==> src/hw/rtl/msgd_pkg.sv <==
// Package with the shared types and header codes of the MessagePack stream decoder.
`timescale 1ns / 1ps
`default_nettype none

package msgd_pkg;

    typedef enum logic [1:0] {
        PH_IDLE    = 2'd0,
        PH_OPER    = 2'd1,
        PH_PAYLOAD = 2'd2
    } phase_t;

    typedef enum logic [3:0] {
        PK_FLOAT = 4'd0,
        PK_U8    = 4'd1,
        PK_U16   = 4'd2,
        PK_U32   = 4'd3,
        PK_I8    = 4'd4,
        PK_I16   = 4'd5,
        PK_I32   = 4'd6,
        PK_RAW16 = 4'd7,
        PK_RAW32 = 4'd8
    } pend_t;

    typedef enum logic [2:0] {
        K_NIL     = 3'd0,
        K_BOOL    = 3'd1,
        K_UINT    = 3'd2,
        K_INT     = 3'd3,
        K_RAWHDR  = 3'd4,
        K_RAWBYTE = 3'd5,
        K_FLOAT   = 3'd6,
        K_UNSUP   = 3'd7
    } kind_t;

    typedef struct packed {
        kind_t       kind;
        logic [31:0] value_bits;
        logic        last;
    } result_t;

    localparam logic [7:0] HDR_NIL     = 8'hC0;
    localparam logic [7:0] HDR_FALSE   = 8'hC2;
    localparam logic [7:0] HDR_TRUE    = 8'hC3;
    localparam logic [7:0] HDR_FLOAT32 = 8'hCA;
    localparam logic [7:0] HDR_UINT8   = 8'hCC;
    localparam logic [7:0] HDR_UINT16  = 8'hCD;
    localparam logic [7:0] HDR_UINT32  = 8'hCE;
    localparam logic [7:0] HDR_INT8    = 8'hD0;
    localparam logic [7:0] HDR_INT16   = 8'hD1;
    localparam logic [7:0] HDR_INT32   = 8'hD2;
    localparam logic [7:0] HDR_RAW16   = 8'hDA;
    localparam logic [7:0] HDR_RAW32   = 8'hDB;

    localparam logic [2:0] FIXRAW_TAG = 3'b101;
    localparam logic [2:0] NEGFIX_TAG = 3'b111;

endpackage

`default_nettype wire

==> src/hw/rtl/msgd_if.sv <==
// Stream interfaces for encoded bytes in and decoded results out.
`timescale 1ns / 1ps
`default_nettype none

interface msgd_byte_if;
    logic       valid;
    logic       ready;
    logic [7:0] byte_in;

    modport source (output valid, output byte_in, input ready);
    modport sink (input valid, input byte_in, output ready);
endinterface

interface msgd_result_if;
    logic        valid;
    logic        ready;
    logic [2:0]  kind;
    logic [31:0] value_bits;
    logic        last;

    modport source (output valid, output kind, output value_bits, output last, input ready);
    modport sink (input valid, input kind, input value_bits, input last, output ready);
endinterface

`default_nettype wire

==> src/hw/rtl/msgd_core.sv <==
// Decoder state and the combinational step that turns one byte into at most one result.
`timescale 1ns / 1ps
`default_nettype none

module msgd_core (
    input  wire logic              clk,
    input  wire logic              rst_n,
    input  wire logic              accept,
    input  wire logic [7:0]        byte_in,
    output msgd_pkg::result_t      result,
    output logic                   has_result
);

    msgd_pkg::phase_t phase_reg, phase_next;
    msgd_pkg::pend_t  pending_reg, pending_next;
    logic [2:0]       left_reg, left_next;
    logic [31:0]      acc_reg, acc_next;
    logic [31:0]      payload_reg, payload_next;

    logic [31:0]       acc_shift;
    logic              op_done;
    logic              in_oper;
    logic              in_payload;

    // Header decode results.
    logic              hdr_emit;
    msgd_pkg::result_t hdr_res;
    logic              hdr_start;
    msgd_pkg::pend_t   hdr_pk;
    logic [2:0]        hdr_nbytes;
    logic              hdr_raw;
    logic [4:0]        hdr_len;

    // Operand completion results.
    msgd_pkg::result_t fin_res;
    logic              fin_raw;

    assign acc_shift  = {acc_reg[23:0], byte_in};
    assign op_done    = (left_reg <= 3'd1);
    assign in_oper    = (phase_reg == msgd_pkg::PH_OPER);
    assign in_payload = (phase_reg == msgd_pkg::PH_PAYLOAD) && (payload_reg != 32'd0);

    always_comb
    begin
        hdr_emit   = 1'b1;
        hdr_res    = '{msgd_pkg::K_UNSUP, {24'd0, byte_in}, 1'b1};
        hdr_start  = 1'b0;
        hdr_pk     = msgd_pkg::PK_FLOAT;
        hdr_nbytes = 3'd0;
        hdr_raw    = 1'b0;
        hdr_len    = byte_in[4:0];
        if (!byte_in[7])
        begin
            hdr_res = '{msgd_pkg::K_UINT, {24'd0, byte_in}, 1'b1};
        end
        else if (byte_in[7:5] == msgd_pkg::NEGFIX_TAG)
        begin
            hdr_res = '{msgd_pkg::K_INT, {24'hFFFFFF, byte_in}, 1'b1};
        end
        else if (byte_in[7:5] == msgd_pkg::FIXRAW_TAG)
        begin
            hdr_raw = 1'b1;
            hdr_res = '{msgd_pkg::K_RAWHDR, {27'd0, hdr_len}, (hdr_len == 5'd0)};
        end
        else
        begin
            case (byte_in)
                msgd_pkg::HDR_NIL:   hdr_res = '{msgd_pkg::K_NIL, 32'd0, 1'b1};
                msgd_pkg::HDR_FALSE: hdr_res = '{msgd_pkg::K_BOOL, 32'd0, 1'b1};
                msgd_pkg::HDR_TRUE:  hdr_res = '{msgd_pkg::K_BOOL, 32'd1, 1'b1};
                msgd_pkg::HDR_FLOAT32:
                begin
                    hdr_start  = 1'b1;
                    hdr_pk     = msgd_pkg::PK_FLOAT;
                    hdr_nbytes = 3'd4;
                end
                msgd_pkg::HDR_UINT8:
                begin
                    hdr_start  = 1'b1;
                    hdr_pk     = msgd_pkg::PK_U8;
                    hdr_nbytes = 3'd1;
                end
                msgd_pkg::HDR_UINT16:
                begin
                    hdr_start  = 1'b1;
                    hdr_pk     = msgd_pkg::PK_U16;
                    hdr_nbytes = 3'd2;
                end
                msgd_pkg::HDR_UINT32:
                begin
                    hdr_start  = 1'b1;
                    hdr_pk     = msgd_pkg::PK_U32;
                    hdr_nbytes = 3'd4;
                end
                msgd_pkg::HDR_INT8:
                begin
                    hdr_start  = 1'b1;
                    hdr_pk     = msgd_pkg::PK_I8;
                    hdr_nbytes = 3'd1;
                end
                msgd_pkg::HDR_INT16:
                begin
                    hdr_start  = 1'b1;
                    hdr_pk     = msgd_pkg::PK_I16;
                    hdr_nbytes = 3'd2;
                end
                msgd_pkg::HDR_INT32:
                begin
                    hdr_start  = 1'b1;
                    hdr_pk     = msgd_pkg::PK_I32;
                    hdr_nbytes = 3'd4;
                end
                msgd_pkg::HDR_RAW16:
                begin
                    hdr_start  = 1'b1;
                    hdr_pk     = msgd_pkg::PK_RAW16;
                    hdr_nbytes = 3'd2;
                end
                msgd_pkg::HDR_RAW32:
                begin
                    hdr_start  = 1'b1;
                    hdr_pk     = msgd_pkg::PK_RAW32;
                    hdr_nbytes = 3'd4;
                end
                default: hdr_res = '{msgd_pkg::K_UNSUP, {24'd0, byte_in}, 1'b1};
            endcase
            hdr_emit = !hdr_start;
        end
    end

    // Result of the byte that completes an operand. Short operands start from
    // a cleared accumulator, so only the sign needs extending.
    always_comb
    begin
        fin_raw = 1'b0;
        case (pending_reg)
            msgd_pkg::PK_FLOAT: fin_res = '{msgd_pkg::K_FLOAT, acc_shift, 1'b1};
            msgd_pkg::PK_U8,
            msgd_pkg::PK_U16,
            msgd_pkg::PK_U32:   fin_res = '{msgd_pkg::K_UINT, acc_shift, 1'b1};
            msgd_pkg::PK_I8:
                fin_res = '{msgd_pkg::K_INT, {{24{acc_shift[7]}}, acc_shift[7:0]}, 1'b1};
            msgd_pkg::PK_I16:
                fin_res = '{msgd_pkg::K_INT, {{16{acc_shift[15]}}, acc_shift[15:0]}, 1'b1};
            msgd_pkg::PK_I32:   fin_res = '{msgd_pkg::K_INT, acc_shift, 1'b1};
            msgd_pkg::PK_RAW16,
            msgd_pkg::PK_RAW32:
            begin
                fin_raw = 1'b1;
                fin_res = '{msgd_pkg::K_RAWHDR, acc_shift, (acc_shift == 32'd0)};
            end
            default:            fin_res = '{msgd_pkg::K_UNSUP, 32'd0, 1'b1};
        endcase
    end

    // Outputs of the step.
    always_comb
    begin
        if (in_oper)
        begin
            has_result = accept && op_done;
            result     = fin_res;
        end
        else if (in_payload)
        begin
            has_result = accept;
            result     = '{msgd_pkg::K_RAWBYTE, {24'd0, byte_in}, (payload_reg == 32'd1)};
        end
        else
        begin
            has_result = accept && hdr_emit;
            result     = hdr_res;
        end
    end

    // Next state of the step.
    always_comb
    begin
        phase_next   = phase_reg;
        pending_next = pending_reg;
        left_next    = left_reg;
        acc_next     = acc_reg;
        payload_next = payload_reg;
        if (accept)
        begin
            if (in_oper)
            begin
                acc_next  = acc_shift;
                left_next = (left_reg != 3'd0) ? left_reg - 3'd1 : 3'd0;
                if (op_done)
                begin
                    phase_next = msgd_pkg::PH_IDLE;
                    if (fin_raw)
                    begin
                        payload_next = acc_shift;
                        if (acc_shift != 32'd0)
                        begin
                            phase_next = msgd_pkg::PH_PAYLOAD;
                        end
                    end
                end
            end
            else if (in_payload)
            begin
                payload_next = payload_reg - 32'd1;
                if (payload_reg == 32'd1)
                begin
                    phase_next = msgd_pkg::PH_IDLE;
                end
            end
            else
            begin
                phase_next = msgd_pkg::PH_IDLE;
                if (hdr_start)
                begin
                    phase_next   = msgd_pkg::PH_OPER;
                    pending_next = hdr_pk;
                    left_next    = hdr_nbytes;
                    acc_next     = 32'd0;
                end
                else if (hdr_raw)
                begin
                    payload_next = {27'd0, hdr_len};
                    if (hdr_len != 5'd0)
                    begin
                        phase_next = msgd_pkg::PH_PAYLOAD;
                    end
                end
            end
        end
    end

    always_ff @(posedge clk or negedge rst_n)
    begin
        if (!rst_n)
        begin
            phase_reg   <= msgd_pkg::PH_IDLE;
            pending_reg <= msgd_pkg::PK_FLOAT;
            left_reg    <= 3'd0;
            acc_reg     <= 32'd0;
            payload_reg <= 32'd0;
        end
        else
        begin
            phase_reg   <= phase_next;
            pending_reg <= pending_next;
            left_reg    <= left_next;
            acc_reg     <= acc_next;
            payload_reg <= payload_next;
        end
    end

endmodule

`default_nettype wire

==> src/hw/rtl/msgd_out_buf.sv <==
// Result register with a skid entry so the input side keeps flowing under a short stall.
`timescale 1ns / 1ps
`default_nettype none

module msgd_out_buf (
    input  wire logic              clk,
    input  wire logic              rst_n,
    input  wire logic              push,
    input  wire msgd_pkg::result_t push_data,
    output logic                   can_accept,
    output logic                   out_valid,
    input  wire logic              out_ready,
    output msgd_pkg::result_t      out_data
);

    logic              out_valid_reg, out_valid_next;
    logic              skid_valid_reg, skid_valid_next;
    msgd_pkg::result_t out_data_reg, out_data_next;
    msgd_pkg::result_t skid_data_reg, skid_data_next;
    logic              pop;

    assign pop        = out_valid_reg && out_ready;
    assign can_accept = !skid_valid_reg;
    assign out_valid  = out_valid_reg;
    assign out_data   = out_data_reg;

    always_comb
    begin
        out_valid_next  = out_valid_reg;
        skid_valid_next = skid_valid_reg;
        out_data_next   = out_data_reg;
        skid_data_next  = skid_data_reg;
        if (skid_valid_reg)
        begin
            // No new request is taken while the skid entry is full.
            if (pop)
            begin
                out_data_next   = skid_data_reg;
                skid_valid_next = 1'b0;
            end
        end
        else if (pop || !out_valid_reg)
        begin
            out_valid_next = push;
            out_data_next  = push_data;
        end
        else if (push)
        begin
            skid_valid_next = 1'b1;
            skid_data_next  = push_data;
        end
    end

    always_ff @(posedge clk or negedge rst_n)
    begin
        if (!rst_n)
        begin
            out_valid_reg  <= 1'b0;
            skid_valid_reg <= 1'b0;
        end
        else
        begin
            out_valid_reg  <= out_valid_next;
            skid_valid_reg <= skid_valid_next;
        end
    end

    always_ff @(posedge clk)
    begin
        out_data_reg  <= out_data_next;
        skid_data_reg <= skid_data_next;
    end

endmodule

`default_nettype wire

==> src/hw/rtl/msgpack_stream_decoder_unit.sv <==
// Top level of the MessagePack stream decoder (legacy raw format).
//
// The block takes an encoded MessagePack stream on the bytes channel, one
// byte per request, and gives decoded results on the results channel.
// Headers that complete at once (nil, bool, fixnums, fixraw) give a result
// for the header byte itself. Typed headers collect 1, 2 or 4 big-endian
// operand bytes, and the result appears for the byte that completes them.
// A raw item gives a header result with its length, then one raw byte
// result per payload byte; the final result of every item has last set.
// The result of an accepted byte is registered in the result register, or in
// the skid entry when the receiver stalls. Throughput is one byte per cycle
// while bytes is ready; the decode step between the state registers and the
// result register is combinational. When the receiver stalls, one further result is
// held in a skid entry, and bytes is held not ready until it drains.
// Bytes that cause no result (operand bytes) are taken whenever ready.
// Reset clears the decode state to idle awaiting a header and empties
// the result register and the skid entry.
`timescale 1ns / 1ps
`default_nettype none

module msgpack_stream_decoder_unit (
    input  wire logic   clk,
    input  wire logic   rst_n,
    msgd_byte_if.sink   bytes,
    msgd_result_if.source results
);

    logic              accept;
    logic              can_accept;
    logic              has_result;
    msgd_pkg::result_t step_result;
    msgd_pkg::result_t out_data;
    logic              out_valid;

    assign bytes.ready = can_accept;
    assign accept      = bytes.valid && can_accept;

    // Decode state and the per-byte step.
    msgd_core u_core (
        .clk        (clk),
        .rst_n      (rst_n),
        .accept     (accept),
        .byte_in    (bytes.byte_in),
        .result     (step_result),
        .has_result (has_result)
    );

    // Result register and skid entry toward the receiver.
    msgd_out_buf u_out_buf (
        .clk        (clk),
        .rst_n      (rst_n),
        .push       (has_result),
        .push_data  (step_result),
        .can_accept (can_accept),
        .out_valid  (out_valid),
        .out_ready  (results.ready),
        .out_data   (out_data)
    );

    assign results.valid      = out_valid;
    assign results.kind       = out_data.kind;
    assign results.value_bits = out_data.value_bits;
    assign results.last       = out_data.last;

endmodule

`default_nettype wire
==> src/flat_wrapper.sv <==
// flat-port wrapper written by rule: the top's interface ports become plain ports
module msgpack_stream_decoder_unit_flat 
  (clk, rst_n, bytes_valid, bytes_byte_in, bytes_ready, results_valid, results_kind, results_value_bits, results_last, results_ready);
  msgd_byte_if bytes_i ();
  msgd_result_if results_i ();
  input  wire logic clk;
  input  wire logic rst_n;
  input wire logic [$bits(bytes_i.valid)-1:0] bytes_valid;
  input wire logic [$bits(bytes_i.byte_in)-1:0] bytes_byte_in;
  output wire logic [$bits(bytes_i.ready)-1:0] bytes_ready;
  output wire logic [$bits(results_i.valid)-1:0] results_valid;
  output wire logic [$bits(results_i.kind)-1:0] results_kind;
  output wire logic [$bits(results_i.value_bits)-1:0] results_value_bits;
  output wire logic [$bits(results_i.last)-1:0] results_last;
  input wire logic [$bits(results_i.ready)-1:0] results_ready;
  assign bytes_i.valid = bytes_valid;
  assign bytes_i.byte_in = bytes_byte_in;
  assign bytes_ready = bytes_i.ready;
  assign results_valid = results_i.valid;
  assign results_kind = results_i.kind;
  assign results_value_bits = results_i.value_bits;
  assign results_last = results_i.last;
  assign results_i.ready = results_ready;
  msgpack_stream_decoder_unit u_core (.clk(clk), .rst_n(rst_n), .bytes(bytes_i), .results(results_i));
endmodule
==> config.mk <==
export PLATFORM = sky130hd
export DESIGN_NAME = msgpack_stream_decoder_unit_flat
export DESIGN_NICKNAME = d
export VERILOG_FILES = /design/src/hw/rtl/msgd_pkg.sv /design/src/hw/rtl/msgd_if.sv /design/src/hw/rtl/msgd_core.sv /design/src/hw/rtl/msgd_out_buf.sv /design/src/hw/rtl/msgpack_stream_decoder_unit.sv /design/src/flat_wrapper.sv
export SDC_FILE = /design/constraint.sdc
export NUM_CORES = 1
export LEC_CHECK = 0
export ABC_AREA = 1
export BUFFER_PORTS_ARGS = -buffer_cell sky130_fd_sc_hd__buf_2
export CORE_AREA = 5 5 119 121
export DETAILED_ROUTE_END_ITERATION = 8
export DIE_AREA = 0 0 124 126
export HOLD_SLACK_MARGIN = 0.05
export PLACE_DENSITY = 0.79
export RECOVER_POWER = 25
export SLEW_MARGIN = 40
export SYNTH_ARGS = -nofsm -noshare
export SYNTH_HDL_FRONTEND = slang
export SYNTH_HIERARCHICAL = 1
export SYNTH_SLANG_ARGS = --single-unit
==> constraint.sdc <==
create_clock -name clk -period 6.1 [get_ports clk]
set_input_delay 0.61 -clock clk [delete_from_list [all_inputs] [get_ports clk]]
set_output_delay 0.61 -clock clk [all_outputs]
set_load 0.01 [all_outputs]
Word level (Yosys, flattened, before mapping)
Index checks and enable logic that the tools add are counted.
{ "word_totals": {"reg_bits": 139, "inputBits": 12, "word_cells": 143} }
{ "classes": {"add_sub_neg": 2, "magnitude_cmp": 1, "eq_ne": 31, "n_mux": 60, "bitwise_logic": 4, "n_reduce_logical": 32} }
{ "ops": {"columns": ["operator", "count"], "rows": [
  ["$mux 36", 8],
  ["$pmux 36 s6", 1],
  ["$mux 32", 6],
  ["$pmux 36 s3", 1],
  ["$eq 8x8->1 const B", 12],
  ["$mux 24", 3],
  ["$reduce_bool 32->1", 2],
  ["$eq 32x1->1 const B", 1],
  ["$logic_not 32->1", 1],
  ["$pmux 4 s8", 1],
  ["$sub 32x1->32 const B", 1],
  ["$mux 3", 7],
  ["$mux 1", 20],
  ["$mux 2", 9],
  ["$eq 4x3->1 const B", 4],
  ["$mux 4", 3],
  ["$pmux 3 s3", 1],
  ["$reduce_and 3->1", 3],
  ["$reduce_or 9->1", 1],
  ["$eq 4x2->1 const B", 2],
  ["$eq 3x3->1 const B", 2],
  ["$reduce_bool 3->1", 2],
  ["$reduce_or 3->1", 2],
  ["$logic_and 1x1->1", 5],
  ["other kinds (22)", 32]
]} }

Depth between registers and ports, before layout
{ "logic_depth": {"depth_word": 16, "depth_mapped": 13, "mapped_depth_nobuf": 13} }

By module
Netlist, hierarchy kept.
{ "modules_own_cells": {"columns": ["module", "instances", "cells_each", "area_per_inst_um2"], "rows": [
  ["msgd_core", 1, 713, 4769.6],
  ["msgd_out_buf", 1, 202, 2748.9],
  ["msgpack_stream_decoder_unit", 1, 2, 7.5]
]} }

Worst setup path before layout
OpenSTA, ideal clock, no wires.
{ "synth_timing": {"path_kind": "input to register", "start": "in bytes_byte_in[7]", "end": "reg u_core/u_out_buf/skid_data_reg[0] (netlist bit) (enable)", "setup_ps": 429, "arrival_ps": 3244, "required_time_ps": 5671, "path_slack_ps": 2427, "cell_stages": 13, "n_path_buf": 2, "path_cell_list": "buf_4 nand2_1 inv_1 nand3b_1 nor2_1 nor2_1 nand2_1 nand3_2 nand2_2 buf_2 inv_1 nand2_1 nor2_1"} }
{ "synth_via": {"elab_chain_cells": 14} }
{ "synth_rtl": {"columns": ["item", "line", "text"], "rows": [
  ["start: declaration", "flat_wrapper.sv:9", "input wire logic [$bits(bytes_i.byte_in)-1:0] bytes_byte_in;"],
  ["$eq 8x8->1", "msgd_core.sv:67", "case (byte_in)"],
  ["$reduce_or 9->1 (no line)", null, null],
  ["$mux 1", "msgd_core.sv:67", null],
  ["$mux 1", "msgd_core.sv:60", "else if (byte_in[7:5] == msgd_pkg::FIXRAW_TAG)"],
  ["$mux 1", "msgd_core.sv:56", "else if (byte_in[7:5] == msgd_pkg::NEGFIX_TAG)"],
  ["$mux 1", "msgd_core.sv:52", "if (!byte_in[7])"],
  ["$logic_not 1->1", "msgd_core.sv:127", "hdr_emit = !hdr_start;"],
  ["$mux 1", "msgd_core.sv:60", null],
  ["$mux 1", "msgd_core.sv:56", null],
  ["$mux 1 *", "msgd_core.sv:52", null],
  ["$logic_and 1x1->1 *", "msgd_core.sv:171", "has_result = accept && hdr_emit;"],
  ["$mux 1 *", "msgd_core.sv:164", "else if (in_payload)"],
  ["$mux 1 *", "msgd_core.sv:159", "if (in_oper)"],
  ["named net u_core.has_result", "msgpack_stream_decoder_unit.sv:30", "logic has_result;"],
  ["$reduce_and 3->1 (no line) *", null, null],
  ["end signal: assignment", "msgd_out_buf.sv:71", "skid_data_reg <= skid_data_next;"],
  ["end: declaration", "msgd_out_buf.sv:19", "msgd_pkg::result_t skid_data_reg, skid_data_next;"]
]} }
The timed path passes the listed nets; every way through them passes the cells marked *. The select of a mux whose other input is x is not followed.
A chain may end at the register's enable or synchronous reset.

==> run summary <==
The classification of the worst setup path is input port to async pin. Once detail routing completed, the nets flagged for antenna violations numbered 0. The number of enable flip-flop cells after synthesis is 72. In this design, the largest share of critical-path delay is due to buffers and inverters. TritonCTS built the clock tree. Between clock sinks in the finished design, the worst skew comes to 0.00604 ns.

The multi-input gate area in the final layout is 3190 um^2. The total of warnings raised by yosys came out at 6. The element type at the critical path end is an async pin. The post-synthesis instance area is 7530 um^2. The synthesized design contains 139 register bits. The maximum number of buffers from clock root to sink is 2. The number of clock sinks seen by CTS is 139. The congestion estimate from routability-driven global placement came to 0.937. The critical path required time is 5.79 ns.

The number of antenna violations at the first check in global routing is 0. The cell type with the largest total area after synthesis is sky130_fd_sc_hd__edfxtp_1. The dominant register cell in the synthesized netlist is sky130_fd_sc_hd__edfxtp_1. The worst-case register-to-register setup slack is 2.76 ns. The kind of path behind the tightest hold check is input port to flop. The clock input transition at the sequential cells of the worst setup and hold paths came out at 0.06 ns.

The wire length of the first global-routing pass is 26900 um. From left edge to right edge, the die measures 124 um. The number of max-capacitance violations reported came out at 1. The source-to-sink clock delay at the later pin of the worst-skew pair is 0.42 ns. The critical path contains buffers and inverters numbering 2 combined. After the first detailed-routing iteration, the DRC count stood at 646. The checks that failed: capacitance limit, slew limit. Before antenna repair, the detailed router went through 8 iterations. The achievable clock frequency came out at 0.280 GHz. For this design, the slowest cell found on the critical path is sky130_fd_sc_hd__clkbuf_1.

The static leakage came out at 3.89 nW. Leaving out fill and tap cells, the most frequent cells in the layout are sky130_fd_sc_hd__nand2_1 (330), sky130_fd_sc_hd__nor2_1 (99), sky130_fd_sc_hd__o21ai_0 (97). The number of nets in the final layout came out at 972. The biggest fanout along the worst timing path came out at 67. In this run the clock root is driven by a sky130_fd_sc_hd__clkbuf_16. Of the total synthesized cell area, the portion taken by AND, OR, NAND and NOR gates is 0.257.

Data arrives at the worst endpoint at 3.27 ns. Row generation in the floorplan step produced 42 rows. The multiplexer fraction of the synthesized cell area came out at 0.00133. The number of global-route vias before repair was 5625. Each instance of the synthesized netlist takes up on average 8.21 um^2.

The area used by sequential logic in the layout is 3840 um^2. The most common cell after layout, fill and taps aside is sky130_fd_sc_hd__nand2_1. The layout overhead on the synthesized area came out at 11.6%. The critical path starts at rst_n. The shortest period the worst path allows came out at 3.57 ns. Counting every net in the synthesized netlist gives 933.

The via count normalized by instance count is 5.41. The longest individual stage delay on the worst path is 2.55 ns. The cell count along the critical path is 2. The area fraction of the dominant cell type after synthesis came out at 0.287. The summed negative setup slack over all endpoints came out at 0 ns. The critical path goes through buf_2 > clkbuf_1. The die area came out at 15600 um^2.

The startpoint identified for the worst register-to-register timing path is u_core/u_core/payload_reg[0]. The count of buffers added on input and output ports is 49. The final-report max-slew violation count came to 68. The sum of overflow across all layers after global routing is 0. The number of setup buffers added after CTS came out at 0. The final instance count without filler cells is 1145. Setup repair after global routing left no endpoint under its margin. Synthesis instantiated 39 different standard cells from the library. The synthesized instance count is 917. The number of antenna cells inserted came out at 0. After synthesis, the cell types taking the most area are sky130_fd_sc_hd__edfxtp_1 (29%), sky130_fd_sc_hd__dfrtp_1 (22%), sky130_fd_sc_hd__nand2_1 (16%). Once the clock tree was built, the resizer swapped 0 gates to a different size.

The share of synthesized flip-flops with an asynchronous set or reset is 0.482. The final routed wirelength across all metal layers came out at 16600 um. The initial utilization of the core area, before any placement, comes to 0.580.

The DRC violation count after routing came out at 0. The largest family of logic cells by synthesized area is simple AND/OR/NAND/NOR gates. The total core area is 13000 um^2. The number of buffers added by the clock tree synthesis step came out at 17. Following the worst setup path forward leads to its endpoint at u_core/u_core/acc_reg[22]. The share of the yosys chip area belonging to registers is 0.510. The number of fill cells came out at 1095. The maximum number of pins on one net before global-route repair came out at 68.

The final clock period utilization by the worst path came out at 0.586. The worst pin sits at a relative slew slack of -1.42. The HPWL after detailed placement is 11500 um. The die is 126 um tall.

Including well taps, the total number of placed cells is 1113. The final hold violation count is 0. In this run the critical register-to-register path is captured at u_core/u_out_buf/skid_data_reg[22].

The run finished, with violations left. Measured in cells, the most critical reg-to-reg path has a length of 12. The transition time of the tightest slew-check pin is 3.64 ns.

The count of hold-fix buffers inserted at cts is 0. CTS built an H-tree with a depth of 4. The number of top-level pins came out at 50.

The post-synthesis compound-gate area fraction came to 0.138. The global-route usage over all layers is 0.218. Once layout is done, the placed cells without fillers occupy 8400 um^2. The placed instance area came out at 7800 um^2. The average wire length per cell after detail routing is 14.5 um. The worst ir drop on vdd came out at 244 uV. In this run the power density over the cells is 493 nW/um^2. The number of endpoints failing setup at the final stage is 0. Across all layers, the routed design uses 6193 vias. The utilization of the core after routing came out at 0.647. The xor/xnor share of the synthesized area came out at 0.0186. The area share of fa/ha/maj cells after synthesis is 0.00665. The nature of the critical path startpoint is an input port. The proportion of layout cells with a drive suffix above 1 came out at 0.131.
## stage by stage
step	hold slack, ns	total power [mW]	setup slack (ns)
5_1_grt	0.502	4.44	1.65
2_1_floorplan	0.314	2.71	2.43
3_3_place_gp	0.501	3.02	2.91
6_report	0.492	4.14	2.53
3_5_place_dp	0.503	3.07	2.80
4_1_cts	0.305	4.15	2.79
## worst min-delay path by stage
stage	startpoint	endpoint	slack (ns)	cells past startpoint
after floorplan	rst_n	u_core/u_core/acc_reg[0]	0.31	0
after global placement	u_core/u_out_buf/skid_data_reg[12]	u_core/u_out_buf/out_data[12]	0.50	2
after detailed placement	u_core/u_out_buf/skid_data_reg[10]	u_core/u_out_buf/out_data[10]	0.50	2
after CTS	rst_n	u_core/u_core/pending_reg[0]	0.30	2
after global routing	bytes_byte_in[2]	u_core/u_core/acc_reg[2]	0.50	3
final	bytes_byte_in[2]	u_core/u_core/acc_reg[2]	0.49	3
## cell families after synthesis
kind of cell               after synthesis
muxes                                    1
xor gates and xnor gates                16
AOI/OAI and AO/OA                      175
adders and majority gates                4
and+or+nand+nor                        484
DFF                                    139
buffers and inverters                   98
## power breakdown
group          switching [mW]  leakage (nW)  internal, mW  total, mW
logic                    1.12          1.98         0.495       1.61
registers               0.134          1.61          1.31       1.45
clock network           0.395         0.298         0.687       1.08
total                    1.65          3.89          2.49       4.14
## cell usage after synthesis, types with 5 or more instances
cell type                    n
sky130_fd_sc_hd__nor2_2      5
sky130_fd_sc_hd__xnor2_1     5
sky130_fd_sc_hd__nor2_1    100
sky130_fd_sc_hd__inv_1      56
sky130_fd_sc_hd__nand2_1   330
sky130_fd_sc_hd__nand4_1     7
sky130_fd_sc_hd__clkbuf_1    9
sky130_fd_sc_hd__buf_4       5
sky130_fd_sc_hd__o21ai_0    98
sky130_fd_sc_hd__nand2_2     5
sky130_fd_sc_hd__buf_6      10
sky130_fd_sc_hd__dfrtp_1    67
sky130_fd_sc_hd__edfxtp_1   72
sky130_fd_sc_hd__nand3_1    28
sky130_fd_sc_hd__buf_2      10
sky130_fd_sc_hd__xor2_1     11
sky130_fd_sc_hd__o21ai_2    27
sky130_fd_sc_hd__a21oi_1    29
## routing by layer
metal | routed length [um] | share of wire | global-route usage
met3 | 1270 | 0.077 | 0.0552
met5 | 0 | 0 | 0
met1 | 7390 | 0.45 | 0.309
met4 | 335 | 0.020 | 0.0786
met2 | 7550 | 0.46 | 0.325
## final cells by class
type                    instances  share of cell area
multi-input cells             680               0.380
repair buffers                 57              0.0350
flip-flops and latches        139               0.457
clock inverters                13              0.0225
clock buffers                  19              0.0515
inverters                      61              0.0276
well taps                     176              0.0262
Power figures use the tool's default switching activity.
